File: config.mk
export PLATFORM = sky130hd
export DESIGN_NAME = key_value_table_unit
export DESIGN_NICKNAME = d
export VERILOG_FILES = /design/src/rtl/kvt_pkg.sv /design/src/rtl/kvt_ctrl.sv /design/src/rtl/kvt_datapath.sv /design/src/rtl/key_value_table_unit.sv
export SDC_FILE = /design/constraint.sdc
export NUM_CORES = 1
export LEC_CHECK = 0
export BUFFER_PORTS_ARGS = -buffer_cell sky130_fd_sc_hd__buf_2
export CORE_MARGIN = 2
export CORE_UTILIZATION = 42
export CTS_CLUSTER_DIAMETER = 30
export DETAILED_ROUTE_END_ITERATION = 10
export PLACE_DENSITY = 0.57
export SYNTH_ARGS = -nofsm -noshare
export SYNTH_HDL_FRONTEND = slang
export SYNTH_SLANG_ARGS = --single-unit
File: constraint.sdc
create_clock -name clk -period 8.49 [get_ports clk]
set_input_delay 0.4245 -clock clk [delete_from_list [all_inputs] [get_ports clk]]
set_output_delay 0.4245 -clock clk [all_outputs]
set_load 0.05 [all_outputs]
File: src/rtl/kvt_pkg.sv
// Package for the key/value table: sizes, operation and status codes,
// stream payload layouts and the controller/datapath handshake structs.
// No dependencies.
package kvt_pkg;

  localparam int ENTRIES    = 16;
  localparam int IDX_BITS   = $clog2(ENTRIES);
  localparam int CNT_BITS   = $clog2(ENTRIES + 1);
  localparam int KEY_BITS   = 32;
  localparam int VALUE_BITS = 32;
  localparam int MODE_BITS  = 2;
  localparam int STAT_BITS  = 2;
  localparam int TOTAL_BITS = 5;

  // operation codes; the upper code is decoded as a lookup
  localparam logic [MODE_BITS-1:0] MODE_ADD    = 2'd0;
  localparam logic [MODE_BITS-1:0] MODE_REMOVE = 2'd1;
  localparam logic [MODE_BITS-1:0] MODE_LOOKUP = 2'd2;

  localparam logic [STAT_BITS-1:0] STAT_DONE   = 2'd0;
  localparam logic [STAT_BITS-1:0] STAT_DUP    = 2'd1;
  localparam logic [STAT_BITS-1:0] STAT_ABSENT = 2'd2;
  localparam logic [STAT_BITS-1:0] STAT_FULL   = 2'd3;

  // zero fill up to the next whole byte
  localparam int IN_PAD_BITS = (8 - (MODE_BITS + KEY_BITS + VALUE_BITS) % 8) % 8;

  // input tdata, lowest bits first: mode, key, value, zero pad
  typedef struct packed {
    logic [IN_PAD_BITS-1:0] pad;
    logic [VALUE_BITS-1:0]  value;
    logic [KEY_BITS-1:0]    key;
    logic [MODE_BITS-1:0]   mode;
  } kvt_in_t;

  // output tdata, lowest bits first: found, value_out, status, entry_total
  typedef struct packed {
    logic [TOTAL_BITS-1:0]  entry_total;
    logic [STAT_BITS-1:0]   status;
    logic [VALUE_BITS-1:0]  value_out;
    logic                   found;
  } kvt_out_t;

  localparam int IN_BYTES  = ($bits(kvt_in_t) + 7) / 8;
  localparam int OUT_BYTES = ($bits(kvt_out_t) + 7) / 8;

  typedef struct packed {
    logic load;    // capture the accepted item, restart the scan
    logic scan;    // read one slot and advance the scan index
    logic commit;  // update the store and load the output register
  } kvt_cmd_t;

  typedef struct packed {
    logic scan_last;  // the slot being read is the last one
    logic out_free;   // output register can take a new result
  } kvt_stat_t;

endpackage

File: src/rtl/kvt_ctrl.sv
// Controller state machine for the key/value table.
// Depends on kvt_pkg (command and status structs).
module kvt_ctrl (
  input  logic              clk,
  input  logic              rst,
  input  logic              s_tvalid,
  output logic              s_tready,
  input  kvt_pkg::kvt_stat_t stat,
  output kvt_pkg::kvt_cmd_t  cmd
);

  localparam logic [1:0] ST_IDLE   = 2'd0;
  localparam logic [1:0] ST_SCAN   = 2'd1;
  localparam logic [1:0] ST_DRAIN  = 2'd2;
  localparam logic [1:0] ST_COMMIT = 2'd3;

  logic [1:0] state;
  logic [1:0] state_next;

  always_ff @(posedge clk) begin
    if (rst) begin
      state <= ST_IDLE;
    end else begin
      state <= state_next;
    end
  end

  always_comb begin
    state_next = state;
    cmd        = '0;
    s_tready   = 1'b0;
    unique case (state)
      ST_IDLE: begin
        s_tready = 1'b1;
        if (s_tvalid) begin
          cmd.load   = 1'b1;
          state_next = ST_SCAN;
        end
      end
      ST_SCAN: begin
        cmd.scan = 1'b1;
        if (stat.scan_last) begin
          state_next = ST_DRAIN;
        end
      end
      ST_DRAIN: begin
        // last read slot is compared in this cycle
        state_next = ST_COMMIT;
      end
      ST_COMMIT: begin
        if (stat.out_free) begin
          cmd.commit = 1'b1;
          state_next = ST_IDLE;
        end
      end
      default: begin
        state_next = ST_IDLE;
      end
    endcase
  end

endmodule

File: src/rtl/kvt_datapath.sv
// Datapath for the key/value table: slot stores, valid marks, entry count,
// scan compare stage and the output register.
// Depends on kvt_pkg.
module kvt_datapath (
  input  logic                                 clk,
  input  logic                                 rst,
  input  kvt_pkg::kvt_cmd_t                    cmd,
  output kvt_pkg::kvt_stat_t                   stat,
  input  logic [kvt_pkg::MODE_BITS-1:0]        mode,
  input  logic [kvt_pkg::KEY_BITS-1:0]         key,
  input  logic [kvt_pkg::VALUE_BITS-1:0]       value,
  output logic                                 out_valid,
  input  logic                                 out_ready,
  output kvt_pkg::kvt_out_t                    out_data
);

  logic [kvt_pkg::KEY_BITS-1:0]   key_store   [kvt_pkg::ENTRIES];
  logic [kvt_pkg::VALUE_BITS-1:0] value_store [kvt_pkg::ENTRIES];
  logic [kvt_pkg::ENTRIES-1:0]    entry_valid;
  logic [kvt_pkg::CNT_BITS-1:0]   entry_count;

  // captured operation
  logic [kvt_pkg::MODE_BITS-1:0]  op_mode;
  logic [kvt_pkg::KEY_BITS-1:0]   op_key;
  logic [kvt_pkg::VALUE_BITS-1:0] op_value;

  // scan address and registered read
  logic [kvt_pkg::IDX_BITS-1:0]   idx;
  logic                           rd_on;
  logic [kvt_pkg::IDX_BITS-1:0]   rd_idx;
  logic [kvt_pkg::KEY_BITS-1:0]   rd_key;
  logic [kvt_pkg::VALUE_BITS-1:0] rd_value;
  logic                           rd_used;

  // scan findings
  logic                           hit;
  logic [kvt_pkg::IDX_BITS-1:0]   hit_slot;
  logic [kvt_pkg::VALUE_BITS-1:0] hit_value;
  logic                           free_ok;
  logic [kvt_pkg::IDX_BITS-1:0]   free_slot;

  logic is_add;
  logic is_remove;
  logic do_insert;
  logic do_delete;
  logic match;
  logic [kvt_pkg::STAT_BITS-1:0]  res_status;

  assign is_add    = (op_mode == kvt_pkg::MODE_ADD);
  assign is_remove = (op_mode == kvt_pkg::MODE_REMOVE);
  assign do_insert = cmd.commit && is_add && !hit && free_ok;
  assign do_delete = cmd.commit && is_remove && hit;
  assign match     = rd_on && rd_used && (rd_key == op_key);

  assign stat.scan_last = (idx == kvt_pkg::IDX_BITS'(kvt_pkg::ENTRIES - 1));
  assign stat.out_free  = !out_valid || out_ready;

  always_comb begin
    if (is_add) begin
      res_status = hit ? kvt_pkg::STAT_DUP :
                   (free_ok ? kvt_pkg::STAT_DONE : kvt_pkg::STAT_FULL);
    end else begin
      res_status = hit ? kvt_pkg::STAT_DONE : kvt_pkg::STAT_ABSENT;
    end
  end

  // slot stores: written on insert, read one slot a cycle during the scan
  always_ff @(posedge clk) begin
    if (do_insert) begin
      key_store[free_slot]   <= op_key;
      value_store[free_slot] <= op_value;
    end
    if (cmd.scan) begin
      rd_key   <= key_store[idx];
      rd_value <= value_store[idx];
    end
  end

  always_ff @(posedge clk) begin
    if (cmd.load) begin
      op_mode  <= mode;
      op_key   <= key;
      op_value <= value;
    end
    if (cmd.scan) begin
      rd_idx  <= idx;
      rd_used <= entry_valid[idx];
    end
    if (match) begin
      hit_slot  <= rd_idx;
      hit_value <= rd_value;
    end
    if (rd_on && !rd_used && !free_ok) begin
      free_slot <= rd_idx;
    end
    if (cmd.commit) begin
      out_data.found     <= hit;
      out_data.value_out <= (!is_add && !is_remove && hit) ? hit_value : '0;
      out_data.status    <= res_status;
      if (do_insert) begin
        out_data.entry_total <= kvt_pkg::TOTAL_BITS'(entry_count + 1'b1);
      end else if (do_delete) begin
        out_data.entry_total <= kvt_pkg::TOTAL_BITS'(entry_count - 1'b1);
      end else begin
        out_data.entry_total <= kvt_pkg::TOTAL_BITS'(entry_count);
      end
    end
  end

  always_ff @(posedge clk) begin
    if (rst) begin
      entry_valid <= '0;
      entry_count <= '0;
      idx         <= '0;
      rd_on       <= 1'b0;
      hit         <= 1'b0;
      free_ok     <= 1'b0;
      out_valid   <= 1'b0;
    end else begin
      rd_on <= cmd.scan;
      if (cmd.load) begin
        idx     <= '0;
        hit     <= 1'b0;
        free_ok <= 1'b0;
      end else begin
        if (cmd.scan) begin
          idx <= idx + 1'b1;
        end
        if (match) begin
          hit <= 1'b1;
        end
        if (rd_on && !rd_used) begin
          free_ok <= 1'b1;
        end
      end
      if (do_insert) begin
        entry_valid[free_slot] <= 1'b1;
        entry_count            <= entry_count + 1'b1;
      end else if (do_delete) begin
        entry_valid[hit_slot]  <= 1'b0;
        entry_count            <= entry_count - 1'b1;
      end
      if (cmd.commit) begin
        out_valid <= 1'b1;
      end else if (out_ready) begin
        out_valid <= 1'b0;
      end
    end
  end

endmodule

File: src/rtl/key_value_table_unit.sv
// Top level of the key/value table: stream ports, controller and datapath.
// Depends on kvt_pkg, kvt_ctrl and kvt_datapath.
//
// A table of up to kvt_pkg::ENTRIES unique 32-bit keys, each with a 32-bit
// value. Each input transfer is one operation: add (store key and value in
// the lowest free slot; reports duplicate if the key is present, full if
// no slot is free), remove (frees the key's slot or reports absent) or
// lookup (returns found and the stored value; the unused fourth mode code
// also acts as a lookup). Exactly one result transfer follows each input
// transfer, in order, and carries the entry count after the operation.
// One operation at a time. An item is taken in the idle state, then every
// slot is read once, one per cycle, through the registered store read port
// (no early exit), the drain state finishes the last compare, and the
// commit state updates the store and loads the output register. The scan
// length is set by the single store read port.
// The result waits in the output register while the next item is accepted
// and scanned; only the update cycle stalls on a full output register.
// Reset clears the valid marks and the count; stores need no clearing.
module key_value_table_unit (
  input  logic                              clk,
  input  logic                              rst,
  input  logic                              s_tvalid,
  output logic                              s_tready,
  // bits, low up: mode[1:0], key[33:2], value[65:34], zero[71:66]
  input  logic [kvt_pkg::IN_BYTES*8-1:0]    s_tdata,
  output logic                              m_tvalid,
  input  logic                              m_tready,
  // bits, low up: found[0], value_out[32:1], status[34:33], entry_total[39:35]
  output logic [kvt_pkg::OUT_BYTES*8-1:0]   m_tdata
);

  kvt_pkg::kvt_in_t   in_item;
  kvt_pkg::kvt_out_t  out_item;
  kvt_pkg::kvt_cmd_t  cmd;
  kvt_pkg::kvt_stat_t stat;

  assign in_item = kvt_pkg::kvt_in_t'(s_tdata[$bits(kvt_pkg::kvt_in_t)-1:0]);
  assign m_tdata = (kvt_pkg::OUT_BYTES*8)'(out_item);

  kvt_ctrl u_ctrl (
    .clk      (clk),
    .rst      (rst),
    .s_tvalid (s_tvalid),
    .s_tready (s_tready),
    .stat     (stat),
    .cmd      (cmd)
  );

  kvt_datapath u_dp (
    .clk       (clk),
    .rst       (rst),
    .cmd       (cmd),
    .stat      (stat),
    .mode      (in_item.mode),
    .key       (in_item.key),
    .value     (in_item.value),
    .out_valid (m_tvalid),
    .out_ready (m_tready),
    .out_data  (out_item)
  );

endmodule

==> impl_metrics.yaml <==
placed_design:
  postPlaceCellArea_um2: 49580
  place.detailed.hpwl_mm: 51.26
  gp_congestion: 0.7303
  io_buffers: 111
power:
  ir_worst_vdd_mv: 0.1982
  leakagePower_nw: 18.30
  p_per_area_nw_per_um2: 314.8
floorplanning:
  die_h_um: 338.9
  initial_core_util_pct: 42.45
  die_area_um2: 114900
  core.rowCount: 122
  io_pins: 118
  die_width_um: 338.9
  coreArea_um2: 111000
global_route:
  grt_pass1_vias: 22870
  gr-usage-met3_pct: 3.325
  grt_pass1_wl_mm: 154.7
  antenna_found_initial: 1
  use_met2_pct: 30.65
  track_usage_pct: 18.60
  top_usage_layer: "met2"
  met1_usage_pct: 25.28
  grt_max_degree: 89
  overflow: 0
timing:
  period_needed_ns: 3.802
  max_slew.worst_pin.slew_ns: 1.152
  tns_ns: 0
  max_freq_mhz: 263.0
  rsz0062_at_grt: "no"
  setup_viol: 0
  fin_worst_skew_ns: 0.03373
  slew_headroom_pct: 23.20
  final_hold_viol_count: 0
  whs_ns: 0.1054
  drv_slew: 0
  timing.final.crit_share_pct: 44.78
synthesis:
  synth_flop_cell: "edfxtp_1"
  synth_seq_cells: 1270
  seq_area_frac_synth_pct: 80.29
  ys_warn_count: 0
  synthesis.area_um2: 47110
  synth_cell_types: 41
  async_flop_share_pct: 0
  postSynthAreaPerCell_um2: 24.76
  synth_fp_nets: 1987
  syn_inst: 1903
  synth_edf_count: 1239
final_layout:
  layout_commonest_cell: "edfxtp_1"
  nNetsFinal: 2346
  final_core_util_pct: 51.96
  drive_above_1_share_pct: 35.16
  syn_to_final_growth_pct: 22.40
  diodes: 0
  mostFrequentLayoutCells: "1239 x edfxtp_1, 325 x mux4_2, 219 x clkbuf_16"
  register_area_um2: 37840
  design_area_um2: 57670
  n_fill_cell: 8600
  multiInputGateArea_um2: 8896
clock_network:
  cts_sinks: 1270
  cts_max_level: 4
  cts-resized-gates: 0
  cts_root_buf: "clkbuf_16"
  cts_setup_buffers: 0
  clockBufferDepth: 3
  insertion_delay_ns: 0.79
  clk_pin_slew_worst_paths_ns: 0.05
  cts_buffers: 218
  cts_tree: "yes"
setup_path:
  required_ns: 8.88
  cp_max_fo: 30
  crit_type: "reg2reg"
  cp-start-kind: "flip-flop"
  worstPathArrival_ns: 4.19
  endpoint_kind: "flip-flop"
flow_run:
  maxCapViolCount: 0
detailed_routing:
  vias: 21290
  viasPerCell: 5.408
  drt_iter0_markers: 2172
  wl_mm: 105.9
  drt_pre_antenna_iters: 5
  ant_nets: 0
  post-route-drc-count: 0
  wl_per_cell_um: 26.90
status:
  status: "completed"
worst_hold_path:
  hold_path_class: "in2reg"
## layout make-up
type / count / area share (%)
Sequential cell: 1270 / 65.62
Multi-Input combinational cell: 537 / 15.43
Clock buffer: 251 / 9.764
Tap cell: 1488 / 3.229
Clock inverter: 156 / 3.109
Timing Repair Buffer: 226 / 2.790
Inverter: 9 / 0.05858
## through the flow
step | instances | worst slack, ns | total power [mW]
finish | 3937 | 4.688 | 18.16
detailed placement | 3464 | 4.542 | 9.680
global placement | 3464 | 4.625 | 9.627
floorplan | 1903 | 2.324 | 9.154
CTS | 3937 | 4.566 | 18.35
global route | 3937 | 4.474 | 18.77
## kinds of logic (layout without fill, tap and decap cells)
family / count (synthesis) / after routing / share of synthesized area, %
DFF: 1270 / 1270 / 80.29
AOI/OAI and AO/OA: 43 / 43 / 0.6055
xor gates and xnor gates: 39 / 39 / 0.7250
muxes: 327 / 327 / 15.58
buffers and inverters: 96 / 642 / 1.126
and+or+nand+nor: 120 / 120 / 1.466
adders and majority gates: 8 / 8 / 0.2125
## synthesized netlist by cell type, drive strengths merged (3+ instances only)
master / instances / area [µm²]
nor3: 6 / 35.03
dfxtp: 31 / 620.6
a21oi: 15 / 75.07
nor2: 28 / 105.1
a211oi: 7 / 52.55
ha: 8 / 100.1
o21a: 8 / 60.06
buf: 44 / 335.3
mux4: 325 / 7320
edfxtp: 1239 / 37210
a31oi: 4 / 25.02
nor4: 4 / 25.02
and3: 35 / 219.0
nor2b: 10 / 62.56
xnor2: 18 / 157.7
clkbuf: 43 / 161.4
inv: 9 / 33.78
nand4: 7 / 43.79
nor3b: 4 / 40.03
nand2: 8 / 30.03
nand2b: 3 / 18.77
xor2: 21 / 183.9
nand3: 7 / 40.04
## power breakdown
part | switching (mW) | internal (mW)
clock network | 3.05 | 5.57
registers | 0.381 | 7.51
logic | 0.864 | 0.781
## worst paths after layout
kind / to / slack [ns] / depth (start not counted) / startpoint
setup / recovery: u_dp.value_store[3][28] / 4.69 / 6 / u_ctrl.state[0]
hold / removal: u_ctrl.state[1] / 0.11 / 2 / rst
setup reg to reg: u_dp.value_store[3][28] / 4.69 / 6 / u_ctrl.state[0]
hold reg to reg: u_dp.hit_value[12] / 0.42 / 0 / u_dp.rd_value[12]
## worst max-delay path, cell delays in order, from the launching register on
cell,delay (ns)
dfxtp_1,0.43
ha_1,0.38
nand3_2,0.24
or3_1,0.54
nor2_4,0.66
buf_4,0.49
buf_4,0.65
## repair_timing
action | CTS | global route
hold endpoints to repair | 66 | 0
endpoints found under the setup margin | 0 | 0
hold buffers | 66 | 0
## layer usage
layer  up-vias  wire length (µm)
met5         -                 0
li1       8968                 -
met3       164              5071
met1     11500             45370
met2       656             53240
met4         0              2225
## sequential cells by signal, indices dropped and copies added, names as in the netlist
signal and count:
u_dp.free_ok 1, u_dp.hit 1, u_dp.idx 4, u_dp.rd_key 32, u_dp.entry_valid 16, u_dp.free_slot 4, u_dp.op_key 32, u_dp.key_store 512
u_dp.op_value 32, u_dp.hit_slot 4, u_dp.rd_on 1, u_dp.rd_used 1, u_dp.value_store 512, u_dp.hit_value 32, u_dp.entry_count 5, u_dp.rd_value 32
u_dp.op_mode 2, u_dp.rd_idx 4, u_dp.out_data 40, u_ctrl.state 2, u_dp.out_valid 1
No activity file was read; power rests on OpenSTA's default activity.
